===== src/design/tlv_pkg.sv =====
// ----------------------------------------------------------------------------
// tlv_pkg
// Shared widths, character codes and register map of the line validator.
// ----------------------------------------------------------------------------
package tlv_pkg;

  localparam int LINE_BUFFER_BYTES_DEF = 64;

  localparam int BYTE_W   = 8;
  localparam int SEPX_W   = 6;
  localparam int OFFSET_W = 6;
  localparam int LENGTH_W = 7;
  localparam int SEPCNT_W = 7;

  localparam int CFG_ADDR_W = 3;
  localparam int CFG_DATA_W = 32;

  // register indexes
  localparam logic [0:0] REG_EXPECTED_SEP = 1'b0;

  localparam logic [SEPX_W-1:0] EXPECTED_SEP_RESET = 6'd3;

  localparam logic [BYTE_W-1:0] CHAR_LF     = 8'h0A;
  localparam logic [BYTE_W-1:0] CHAR_CR     = 8'h0D;
  localparam logic [BYTE_W-1:0] CHAR_SPACE  = 8'h20;
  localparam logic [BYTE_W-1:0] CHAR_HIGH   = 8'h80;
  localparam logic [BYTE_W-1:0] CHAR_LT     = 8'h3C;
  localparam logic [BYTE_W-1:0] CHAR_GT     = 8'h3E;
  localparam logic [BYTE_W-1:0] CHAR_SEMI   = 8'h3B;
  localparam logic [BYTE_W-1:0] CHAR_DOT    = 8'h2E;
  localparam logic [BYTE_W-1:0] CHAR_MINUS  = 8'h2D;
  localparam logic [BYTE_W-1:0] CHAR_ZERO   = 8'h30;
  localparam logic [BYTE_W-1:0] CHAR_NINE   = 8'h39;

  function automatic logic is_ctrl_or_space(input logic [BYTE_W-1:0] b);
    return (b <= CHAR_SPACE) || (b >= CHAR_HIGH);
  endfunction

  function automatic logic is_allowed(input logic [BYTE_W-1:0] b);
    return ((b >= CHAR_ZERO) && (b <= CHAR_NINE)) || (b == CHAR_SEMI) ||
           (b == CHAR_DOT) || (b == CHAR_MINUS);
  endfunction

endpackage


===== src/design/tlv_byte_if.sv =====
// ----------------------------------------------------------------------------
// tlv_byte_if
// Valid/ready channel carrying one received serial byte per beat.
// ----------------------------------------------------------------------------
interface tlv_byte_if import tlv_pkg::*; ();
  logic              valid;
  logic              ready;
  logic [BYTE_W-1:0] rx_byte;

  modport source (output valid, output rx_byte, input ready);
  modport sink   (input valid, input rx_byte, output ready);
endinterface


===== src/design/tlv_line_if.sv =====
// ----------------------------------------------------------------------------
// tlv_line_if
// Valid/ready channel carrying one line verdict per beat.
// ----------------------------------------------------------------------------
interface tlv_line_if import tlv_pkg::*; ();
  logic                valid;
  logic                ready;
  logic                line_ok;
  logic [OFFSET_W-1:0] start_offset;
  logic [LENGTH_W-1:0] trimmed_length;
  logic [SEPCNT_W-1:0] separator_count;

  modport source (output valid, output line_ok, output start_offset,
                  output trimmed_length, output separator_count, input ready);
  modport sink   (input valid, input line_ok, input start_offset,
                  input trimmed_length, input separator_count, output ready);
endinterface


===== src/design/tlv_cfg_regs.sv =====
// ----------------------------------------------------------------------------
// tlv_cfg_regs
// APB-style register file holding the required separator count.
// ----------------------------------------------------------------------------
module tlv_cfg_regs import tlv_pkg::*; (
  input  logic                  clk,
  input  logic                  rst,
  input  logic                  psel,
  input  logic                  penable,
  input  logic                  pwrite,
  input  logic [CFG_ADDR_W-1:0] paddr,
  input  logic [CFG_DATA_W-1:0] pwdata,
  output logic [CFG_DATA_W-1:0] prdata,
  output logic                  pready,
  output logic [SEPX_W-1:0]     expected_separators
);

  logic [0:0] reg_index;
  logic       wr_en;

  assign reg_index = paddr[CFG_ADDR_W-1 -: 1];
  assign pready    = 1'b1;
  assign wr_en     = psel && penable && pwrite && pready && (reg_index == REG_EXPECTED_SEP);

  always_ff @(posedge clk) begin
    if (rst) begin
      expected_separators <= EXPECTED_SEP_RESET;
    end else if (wr_en) begin
      expected_separators <= pwdata[SEPX_W-1:0];
    end
  end

  always_comb begin
    prdata = '0;
    if (reg_index == REG_EXPECTED_SEP) begin
      prdata = CFG_DATA_W'(expected_separators);
    end
  end

endmodule


===== src/design/tlv_line_tracker.sv =====
// ----------------------------------------------------------------------------
// tlv_line_tracker
// Running trim and validity state per byte, with the line verdict register.
// ----------------------------------------------------------------------------
module tlv_line_tracker import tlv_pkg::*; #(
  parameter int LINE_BUFFER_BYTES = LINE_BUFFER_BYTES_DEF
) (
  input  logic              clk,
  input  logic              rst,
  input  logic [SEPX_W-1:0] expected_separators,
  tlv_byte_if.sink          rx,
  tlv_line_if.source        line
);

  localparam int POS_W = $clog2(LINE_BUFFER_BYTES + 1);
  localparam int IDX_W = $clog2(LINE_BUFFER_BYTES);
  localparam int CW    = (POS_W > LENGTH_W) ? POS_W : LENGTH_W;
  localparam logic [POS_W-1:0] LINE_MAX = POS_W'(LINE_BUFFER_BYTES);

  logic [POS_W-1:0] byte_position, byte_position_next;
  logic             start_seen, start_seen_next;
  logic [IDX_W-1:0] start_index, start_index_next;
  logic [POS_W-1:0] kept_end, kept_end_next;
  logic             pending_tail, pending_tail_next;
  logic [POS_W-1:0] sep_total, sep_total_next;
  logic             bad_char_seen, bad_char_seen_next;

  logic [BYTE_W-1:0] b;
  logic              accept, line_end, nonempty;
  logic [CW-1:0]     len_w, off_w, sep_w;

  assign b        = rx.rx_byte;
  assign rx.ready = !line.valid || line.ready;
  assign accept   = rx.valid && rx.ready;

  always_comb begin
    start_seen_next    = start_seen || !(is_ctrl_or_space(b) || (b == CHAR_LT));
    start_index_next   = start_seen ? start_index : byte_position[IDX_W-1:0];
    kept_end_next      = start_seen ? kept_end : byte_position;
    pending_tail_next  = start_seen ? pending_tail : 1'b0;
    sep_total_next     = sep_total;
    bad_char_seen_next = bad_char_seen;
    if (start_seen_next) begin
      if (is_ctrl_or_space(b) || (b == CHAR_GT)) begin
        pending_tail_next = 1'b1;
      end else begin
        // trailing bytes followed by a kept byte are interior and invalid
        bad_char_seen_next = bad_char_seen || pending_tail_next || !is_allowed(b);
        if (b == CHAR_SEMI) begin
          sep_total_next = sep_total + 1'b1;
        end
        kept_end_next     = byte_position + 1'b1;
        pending_tail_next = 1'b0;
      end
    end
    byte_position_next = byte_position + 1'b1;
    line_end = (byte_position_next >= LINE_MAX) || (b == CHAR_LF) || (b == CHAR_CR);

    nonempty = start_seen_next && (kept_end_next > POS_W'(start_index_next));
    len_w    = nonempty ? CW'(kept_end_next - POS_W'(start_index_next)) : '0;
    off_w    = nonempty ? CW'(start_index_next) : '0;
    sep_w    = nonempty ? CW'(sep_total_next) : '0;
  end

  always_ff @(posedge clk) begin
    if (rst) begin
      byte_position <= '0;
      start_seen    <= 1'b0;
      start_index   <= '0;
      kept_end      <= '0;
      pending_tail  <= 1'b0;
      sep_total     <= '0;
      bad_char_seen <= 1'b0;
    end else if (accept) begin
      if (line_end) begin
        byte_position <= '0;
        start_seen    <= 1'b0;
        start_index   <= '0;
        kept_end      <= '0;
        pending_tail  <= 1'b0;
        sep_total     <= '0;
        bad_char_seen <= 1'b0;
      end else begin
        byte_position <= byte_position_next;
        start_seen    <= start_seen_next;
        start_index   <= start_index_next;
        kept_end      <= kept_end_next;
        pending_tail  <= pending_tail_next;
        sep_total     <= sep_total_next;
        bad_char_seen <= bad_char_seen_next;
      end
    end
  end

  // result register: load at a line end, hold while the receiver stalls
  always_ff @(posedge clk) begin
    if (rst) begin
      line.valid <= 1'b0;
    end else begin
      line.valid <= (accept && line_end) || (line.valid && !line.ready);
    end
  end

  always_ff @(posedge clk) begin
    if (accept && line_end) begin
      line.line_ok         <= nonempty && !bad_char_seen_next &&
                              (CW'(sep_total_next) == CW'(expected_separators));
      line.start_offset    <= off_w[OFFSET_W-1:0];
      line.trimmed_length  <= len_w[LENGTH_W-1:0];
      line.separator_count <= sep_w[SEPCNT_W-1:0];
    end
  end

endmodule


===== src/design/telemetry_line_validator_top.sv =====
// ----------------------------------------------------------------------------
// telemetry_line_validator_top
// Frames received bytes into lines and judges each line as it ends.
// ----------------------------------------------------------------------------
// Usage:
//   rx    - one received byte per beat. A line ends on CR, LF or when
//           LINE_BUFFER_BYTES bytes have been taken; the ending byte belongs
//           to the line.
//   line  - one verdict beat per line end: line_ok, start_offset,
//           trimmed_length, separator_count. Bytes that do not end a line
//           produce no beat.
//   APB   - register 0 at address 0: expected_separators (reset 3). Write
//           only while no byte is in flight.
// Throughput is one byte per cycle while rx is ready: the trim and validity
// registers update with a few byte compares and one counter add per beat.
// The verdict is registered and appears in the cycle after the line-ending byte beat.
// The verdict register holds while the receiver stalls; rx is ready while
// the register is empty or being taken, so a verdict left waiting stops rx
// until the receiver takes it.
// Reset clears the line state and the verdict register and restores the
// register to its default.
// ----------------------------------------------------------------------------
module telemetry_line_validator_top import tlv_pkg::*; #(
  parameter int LINE_BUFFER_BYTES = LINE_BUFFER_BYTES_DEF
) (
  input  logic                  clk,
  input  logic                  rst,
  input  logic                  psel,
  input  logic                  penable,
  input  logic                  pwrite,
  input  logic [CFG_ADDR_W-1:0] paddr,
  input  logic [CFG_DATA_W-1:0] pwdata,
  output logic [CFG_DATA_W-1:0] prdata,
  output logic                  pready,
  tlv_byte_if.sink              rx,
  tlv_line_if.source            line
);

  logic [SEPX_W-1:0] expected_separators;

  tlv_cfg_regs u_cfg (
    .clk                 (clk),
    .rst                 (rst),
    .psel                (psel),
    .penable             (penable),
    .pwrite              (pwrite),
    .paddr               (paddr),
    .pwdata              (pwdata),
    .prdata              (prdata),
    .pready              (pready),
    .expected_separators (expected_separators)
  );

  tlv_line_tracker #(
    .LINE_BUFFER_BYTES (LINE_BUFFER_BYTES)
  ) u_tracker (
    .clk                 (clk),
    .rst                 (rst),
    .expected_separators (expected_separators),
    .rx                  (rx),
    .line                (line)
  );

endmodule


===== src/flat_wrapper.sv =====
// flat-port wrapper written by rule: the top's interface ports become plain ports
module telemetry_line_validator_top_flat import tlv_pkg::*;
#(
  parameter int LINE_BUFFER_BYTES = LINE_BUFFER_BYTES_DEF
)
  (clk, rst, psel, penable, pwrite, paddr, pwdata, prdata, pready, rx_valid, rx_rx_byte, rx_ready, line_valid, line_line_ok, line_start_offset, line_trimmed_length, line_separator_count, line_ready);
  tlv_byte_if rx_i ();
  tlv_line_if line_i ();
  input  logic clk;
  input  logic rst;
  input  logic psel;
  input  logic penable;
  input  logic pwrite;
  input  logic [CFG_ADDR_W-1:0] paddr;
  input  logic [CFG_DATA_W-1:0] pwdata;
  output logic [CFG_DATA_W-1:0] prdata;
  output logic pready;
  input wire logic [$bits(rx_i.valid)-1:0] rx_valid;
  input wire logic [$bits(rx_i.rx_byte)-1:0] rx_rx_byte;
  output wire logic [$bits(rx_i.ready)-1:0] rx_ready;
  output wire logic [$bits(line_i.valid)-1:0] line_valid;
  output wire logic [$bits(line_i.line_ok)-1:0] line_line_ok;
  output wire logic [$bits(line_i.start_offset)-1:0] line_start_offset;
  output wire logic [$bits(line_i.trimmed_length)-1:0] line_trimmed_length;
  output wire logic [$bits(line_i.separator_count)-1:0] line_separator_count;
  input wire logic [$bits(line_i.ready)-1:0] line_ready;
  assign rx_i.valid = rx_valid;
  assign rx_i.rx_byte = rx_rx_byte;
  assign rx_ready = rx_i.ready;
  assign line_valid = line_i.valid;
  assign line_line_ok = line_i.line_ok;
  assign line_start_offset = line_i.start_offset;
  assign line_trimmed_length = line_i.trimmed_length;
  assign line_separator_count = line_i.separator_count;
  assign line_i.ready = line_ready;
  telemetry_line_validator_top #(.LINE_BUFFER_BYTES(LINE_BUFFER_BYTES)) u_core (.clk(clk), .rst(rst), .psel(psel), .penable(penable), .pwrite(pwrite), .paddr(paddr), .pwdata(pwdata), .prdata(prdata), .pready(pready), .rx(rx_i), .line(line_i));
endmodule

===== config.mk =====
export PLATFORM = sky130hd
export DESIGN_NAME = telemetry_line_validator_top_flat
export DESIGN_NICKNAME = d
export VERILOG_FILES = /design/src/design/tlv_pkg.sv /design/src/design/tlv_byte_if.sv /design/src/design/tlv_line_if.sv /design/src/design/tlv_cfg_regs.sv /design/src/design/tlv_line_tracker.sv /design/src/design/telemetry_line_validator_top.sv /design/src/flat_wrapper.sv
export SDC_FILE = /design/constraint.sdc
export NUM_CORES = 1
export LEC_CHECK = 0
export ABC_AREA = 0
export ABC_CLOCK_PERIOD_IN_PS = 3900
export BUFFER_PORTS_ARGS = -buffer_cell sky130_fd_sc_hd__clkbuf_2
export CAP_MARGIN = 20
export CORE_UTILIZATION = 35
export DETAILED_ROUTE_END_ITERATION = 8
export PLACE_DENSITY_LB_ADDON = 0.15
export SLEW_MARGIN = 15
export SYNTH_ARGS = -nofsm -noshare
export SYNTH_HDL_FRONTEND = slang
export SYNTH_SLANG_ARGS = --single-unit

===== constraint.sdc =====
create_clock -name clk -period 3.9 [get_ports clk]
set_input_delay 0.195 -clock clk [delete_from_list [all_inputs] [get_ports clk]]
set_output_delay 0.195 -clock clk [all_outputs]
set_load 0.01 [all_outputs]

Word level (Yosys, flattened, before mapping)
Cells that the tools add are included.
{"block": "classes", "muxes": 20, "n_bitwise": 1, "n_eq_ne": 8, "multipliers": 0, "order_cmp": 6, "addsub": 3, "div_mod_pow": 0, "reduce_logical": 28, "shift": 0}
{"op": "two-way mux 7 bit", "n": 9}
{"op": "== test 8 x 6 -> 1 bit, second input constant", "n": 5}
{"op": "two-way mux 6 bit", "n": 3}
{"op": "== test 8 x 4 -> 1 bit, second input constant", "n": 2}
{"op": "<= comparator 8 x 6 -> 1 bit, second input constant", "n": 2}
{"op": "adder 7 x 1 -> 7 bit, second input constant", "n": 2}
{"op": "logical OR 1 bit", "n": 13}
{"op": "logical AND 1 bit", "n": 10}
{"op": ">= comparator 8 x 6 -> 1 bit, second input constant", "n": 1}
{"op": ">= comparator 8 bit, second input constant", "n": 1}
{"op": "two-way mux 1 bit", "n": 8}
{"op": "== test 7 x 6 -> 1 bit", "n": 1}
{"op": ">= comparator 7 bit, second input constant", "n": 1}
{"op": "greater-than comparator 7 x 6 -> 1 bit", "n": 1}
{"op": "subtractor 7 x 6 -> 7 bit", "n": 1}
{"op": "zero test 1 bit", "n": 5}
{"op": "inverter 1 bit", "n": 1}
{"block": "word_totals", "romBits": 0, "latch_bits": 0, "wordCells": 79, "regBits": 58, "output_inout_bits": 56, "input_bits": 50, "ram_bits": 0, "mem_count": 0}

Depth between registers and ports, before layout
{"block": "logic_depth", "depth_word": 12, "mapped_depth": 16, "depth_no_buf": 13}

By module
Synthesis repeated with hierarchy kept, for this count alone.
{"block": "hier_totals", "cells_unflattened": 434, "area_unflattened_um2": 3722.3}
{"mod": "tlv_line_tracker", "n_inst": 1, "cells_per_inst": 372, "seq_area_each_um2": 1251.2, "area_each_um2": 3189.3}
{"mod": "tlv_cfg_regs", "n_inst": 1, "cells_per_inst": 62, "seq_area_each_um2": 120.1, "area_each_um2": 533.0}

Worst setup path after synthesis
OpenSTA, ideal clock, no wires.
{"block": "synth_timing", "kind": "input port to flip-flop", "startpoint": "input port rx_rx_byte[0]", "endpoint": "register u_core.u_tracker.line.start_offset[1] (data pin)", "required_time_ns": 3.632, "path_stages": 14, "arrival_time_ns": 2.696, "setup_time_ns": 0.268, "setup_slack_ns": 0.936, "cell_sequence": "buf_2 > nor4_1 > a21o_1 > a21o_2 > buf_6 > mux2i_1 > ha_1 > nor2b_1 > o21ai_0 > a21boi_0 > o21a_1 > o21ai_2 > buf_2 > nor2_1"}
{"block": "synth_between", "elab_chain_cells": 8, "word_cells_on_any_way": 13, "classes_between": "3 x order compare; 2 x eq/ne; 2 x mux; 6 x reduce/logical"}
{"item": "start, declared", "line_no": "flat_wrapper.sv:19", "text": "input wire logic [$bits(rx_i.rx_byte)-1:0] rx_rx_byte;"}
{"item": "<= comparator 8 x 6 -> 1 bit or >= comparator 8 bit (tied branches)", "line_no": "tlv_pkg.sv:36", "text": "return (b <= CHAR_SPACE) || (b >= CHAR_HIGH);"}
{"item": "logical OR 1 bit", "line_no": "tlv_pkg.sv:36"}
{"item": "logical OR 1 bit", "line_no": "tlv_line_tracker.sv:37", "text": "start_seen_next = start_seen || !(is_ctrl_or_space(b) || (b == CHAR_LT));"}
{"item": "zero test 1 bit", "line_no": "tlv_line_tracker.sv:37"}
{"item": "logical OR 1 bit", "line_no": "tlv_line_tracker.sv:37"}
{"item": "two-way mux 7 bit", "line_no": "tlv_line_tracker.sv:43", "text": "if (start_seen_next) begin"}
{"item": "greater-than comparator 7 x 6 -> 1 bit", "line_no": "tlv_line_tracker.sv:59", "text": "nonempty = start_seen_next && (kept_end_next > POS_W'(start_index_next));"}
{"item": "logical AND 1 bit (*)", "line_no": "tlv_line_tracker.sv:59"}
{"item": "end signal, assigned", "line_no": "tlv_line_tracker.sv:108", "text": "line.start_offset <= off_w[OFFSET_W-1:0];"}
{"item": "end, declared", "line_no": "tlv_line_if.sv:13", "text": "modport source (output valid, output line_ok, output start_offset,"}
Every way passes the cells marked *; elsewhere a longest branch is shown, timed or not.
A chain may end at the register's enable or synchronous reset.

Final worst setup path
{"block": "layout_timing", "startpoint": "register u_core.u_tracker.start_seen", "endpoint": "register u_core.u_tracker.line.line_ok (data pin)"}
{"block": "layout_between", "elab_chain_cells": 8, "word_cells_on_any_way": 17, "classes_between": "1 x order compare; 1 x eq/ne; 8 x mux; 7 x reduce/logical"}
{"item": "start, declared", "line_no": "tlv_line_tracker.sv:21", "text": "logic start_seen, start_seen_next;"}
{"item": "start signal, assigned", "line_no": "tlv_line_tracker.sv:85", "text": "start_seen <= start_seen_next;"}
{"item": "parallel branches: the longest is 7 deep, another holds greater-than comparator 7 x 6 -> 1 bit"}
{"item": "logical AND 1 bit (*)", "line_no": "tlv_line_tracker.sv:106", "text": "line.line_ok <= nonempty && !bad_char_seen_next &&"}
{"item": "end signal, assigned", "line_no": "tlv_line_tracker.sv:106"}
{"item": "end, declared", "line_no": "tlv_line_if.sv:13"}
Mark *: on every way between the ends.

==> summary.txt <==
detailed placement HPWL - 5400 um
cts hold-fix bufs - 0
die area - 10400 um2
Clk Latency, worst-skew pair - 0.34 ns
RR Endpoint - u_core.u_tracker.line.line_ok$_DFFE_PP_
unrepaired setup endpoints after global routing - false
total clock sinks - 58
via count - 2819
# H-tree levels - 3
CTS tree - built
Ys Warns - 0
Seq cells post-synth - 58
total CTS buffers - 9
DP Area - 3740 um2
FILL cells - 1025
Max Clock Freq - 314 MHz
NetSw - 371 uW
Iter 0 DRT Violations - 67
Finished Cell Area - 3960 um2
global-route wire length before repair - 12700 um
R2R setup slack - 0.72 ns
EDFF count, synth - 21
count of cells resized by post-cts repair - 0
ANT nets after route - 0
area leader, netlist - dfxtp_1
share of flip-flops with an asynchronous set or reset - 0%
pin count of the biggest net entering global routing - 36
Root Buffer Master - clkbuf_8
router iterations before antenna repair - 4
Final Critical Period - 3.18 ns
Final Hold Viols - 0
Post-synth top flop - dfxtp_1
Initial Util - 36.1%
slowest stage delay, CP - 0.37 ns
drt via density - 4.90
final setup violation count - 0
initial antenna violation count - 0
max-cap violations - 0
combinational power share - 14.0%
CP max-delay cell - mux2_2
Die Y - 102 um
internal power - 1030 uW
hold depth - 3
Cell Chain, Critical Path - nor2b_1, o21ai_0, a21o_2, mux2_2, nor2_1, nor2_1, ha_1, a21boi_0, o21a_1, o21ai_2, buf_4, nor4_2
Max VDD drop - 0.000157 V
GRT overflow - 0
vias in the first global route - 2583
skew final - 0.00777 ns
Max Transition Viols Final - 0
die width - 102 um
share of post-route cells with drive strength above 1 - 19.9%
Mean Syn Cell Area - 8.93 um2
Synth Instances - 393
DRC - 0
status - completed
TNS Setup - 0 ns
Worst Path Class, Setup - flop to flop
number of input and output port buffers inserted - 50
Power per Cell Area - 355 nW/um2
gpl congestion - 0.827
nets - 496
# rows - 36
CP startpoint kind - flop
CP Capture Type - flop
Least-Margin Pin Slew - 0.774 ns
CTS Buffer Depth - 2
period utilisation layout - 81.6%
worst reg2reg startpoint - u_core.u_tracker.start_seen$_SDFFE_PP0P_
R2R cell count - 12
Leakage - 0.00159 uW
Seq pwr share - 45.5%
Clock Power Share - 40.5%
area delta synth->final - 12.7%
# IOs - 106
core region area - 9730 um2
Hold EP - u_core.u_cfg.expected_separators[0]$_SDFFE_PP1P_
top cell type's share of synthesized area - 21.1%
Critical Path AT - 3.36 ns
Net Sw Frac - 26.4%
sequential area share after synthesis - 39.1%
Routed WL - 7780 um
Post-CTS Setup Repair Bufs - 0
CTS clk-pin slew, worst paths - 0.07 ns
Post-Synthesis Cell Area - 3510 um2
n_diodes - 0
Cell variety after synth - 69
CP max FO - 21
Total GRT Usage - 15.9%
Hold WC Path Type - input pin to flop
WL/cell - 13.5 um
Slew headroom - 48.4%
hold_sp - pwdata[0]
crit-path most repeated cell - nor2_1
worst path required time - 4.07 ns
top cells by area, synth - dfxtp_1, edfxtp_1, buf_4, nor2_1, a21oi_1
[registers in the layout, summed over array words and instances, names as in the netlist]
register and flops:
u_core.u_tracker.byte_position 7, u_core.u_tracker.kept_end 7, u_core.u_tracker.line.separator_count 7, u_core.u_tracker.line.trimmed_length 7, u_core.u_tracker.sep_total 7, u_core.u_cfg.expected_separators 6
u_core.u_tracker.line.start_offset 6, u_core.u_tracker.start_index 6, u_core.u_tracker.bad_char_seen 1, u_core.u_tracker.line.line_ok 1, u_core.u_tracker.line.valid 1, u_core.u_tracker.pending_tail 1
u_core.u_tracker.start_seen 1
[kinds of logic after synthesis]
| logic type | Yosys count | share of synthesized area, % |
|---|---|---|
| other | 2 | 0.214 |
| xor gates and xnor gates | 18 | 4.49 |
| buffers and inverters | 59 | 10.2 |
| muxes | 19 | 5.53 |
| and+or+nand+nor | 147 | 22.5 |
| AOI/OAI and AO/OA | 81 | 14.5 |
| DFF | 58 | 39.1 |
| adders and majority gates | 9 | 3.42 |
[power by group through the flow]
stage               sequential, uW  clock, uW  combinational (uW)
CTS                            640        583                 196
floorplan                      652          0                 173
global placement               653          0                 193
finish                         640        569                 196
global route                   641        607                 221
detailed placement             654          0                 195
[cells in the mapped netlist (4+ instances only)]
| library cell | count |
|---|---|
| nor2_1 | 52 |
| nor3_1 | 13 |
| xnor2_1 | 13 |
| or3_1 | 4 |
| buf_4 | 28 |
| mux2i_1 | 16 |
| ha_1 | 8 |
| dfxtp_1 | 37 |
| nand2_1 | 20 |
| xor2_1 | 5 |
| nand4_1 | 4 |
| inv_1 | 12 |
| buf_2 | 5 |
| edfxtp_1 | 21 |
| nor2b_1 | 12 |
| a22oi_1 | 4 |
| o21ai_0 | 16 |
| a21oi_1 | 33 |
| clkbuf_1 | 6 |
| nand3_1 | 8 |
[through the flow]
step	setup WS [ns]	util, %	power, uW	hold slack, ns	instances
after detailed placement	0.483	38.4	848	0.422	558
after CTS	0.689	40.5	1420	0.0706	574
after floorplan	0.936	-	825	0.320	418
after global placement	0.534	38.4	846	0.413	558
final	0.716	40.7	1410	0.0767	575
after global routing	0.344	40.7	1470	0.0791	575
[area by class of cell]
type	instances	area (um2)	share of cell area [%]
Clock inverter	5	52.6	1.33
Inverter	12	45.0	1.14
Clock buffer	11	151	3.83
Tap cell	133	166	4.21
Sequential cell	58	1370	34.7
Multi-Input combinational cell	301	1870	47.4
Timing Repair Buffer	55	295	7.47
[layout by cell type, fill, tap and decap left out, drive strengths merged, types with 5 or more instances in the layout]
cell type | netlist | layout
clkbuf | 8 | 61
nor2 | 54 | 54
dfxtp | 37 | 37
a21oi | 33 | 33
conb | 2 | 27
nand2 | 22 | 22
edfxtp | 21 | 21
o21ai | 17 | 17
mux2i | 16 | 16
xnor2 | 13 | 13
nor3 | 13 | 13
inv | 12 | 12
nor2b | 12 | 12
nand3 | 8 | 8
ha | 8 | 8
xor2 | 5 | 5
nand4 | 5 | 5
or3 | 5 | 5
buf | 39 | 5
[worst max-delay path by stage]
| stage | slack, ns | endpoint | start | depth (start not counted) |
|---|---|---|---|---|
| 2_1_floorplan | 0.94 | u_core.u_tracker.line.start_offset[1]$_SDFFCE_PN0P_ | rx_rx_byte[0] | 14 |
| 3_3_place_gp | 0.53 | u_core.u_tracker.line.trimmed_length[5]$_SDFFCE_PN0P_ | rx_rx_byte[0] | 13 |
| 3_5_place_dp | 0.48 | u_core.u_tracker.line.separator_count[2]$_SDFFCE_PN0P_ | rx_rx_byte[0] | 13 |
| 4_1_cts | 0.69 | u_core.u_tracker.line.trimmed_length[3]$_SDFFCE_PN0P_ | u_core.u_tracker.start_seen$_SDFFE_PP0P_ | 12 |
| 5_1_grt | 0.34 | u_core.u_tracker.line.trimmed_length[3]$_SDFFCE_PN0P_ | u_core.u_tracker.start_seen$_SDFFE_PP0P_ | 12 |
| 6_report | 0.72 | u_core.u_tracker.line.line_ok$_DFFE_PP_ | u_core.u_tracker.start_seen$_SDFFE_PP0P_ | 12 |
[per-layer routing]
| layer | vias to the layer above | part of all wire, % | track usage (%) |
|---|---|---|---|
| li1 | 1426 | - | - |
| met3 | 10 | 4.0 | 3.35 |
| met5 | - | 0 | 0 |
| met2 | 82 | 42 | 23.7 |
| met4 | 0 | 1.5 | 5.71 |
| met1 | 1301 | 53 | 22.5 |
[worst max-delay path, delay by kind of cell, from the launching register on]
| kind | cells | cell delay [ns] |
|---|---|---|
| buffers and inverters | 1 | 0.20 |
| AOI/OAI and AO/OA | 5 | 1.18 |
| and+or+nand+nor | 4 | 0.61 |
| adders and majority gates | 1 | 0.34 |
| DFF | 1 | 0.31 |
| muxes | 1 | 0.37 |
No activity file was read; power rests on OpenSTA's default activity.
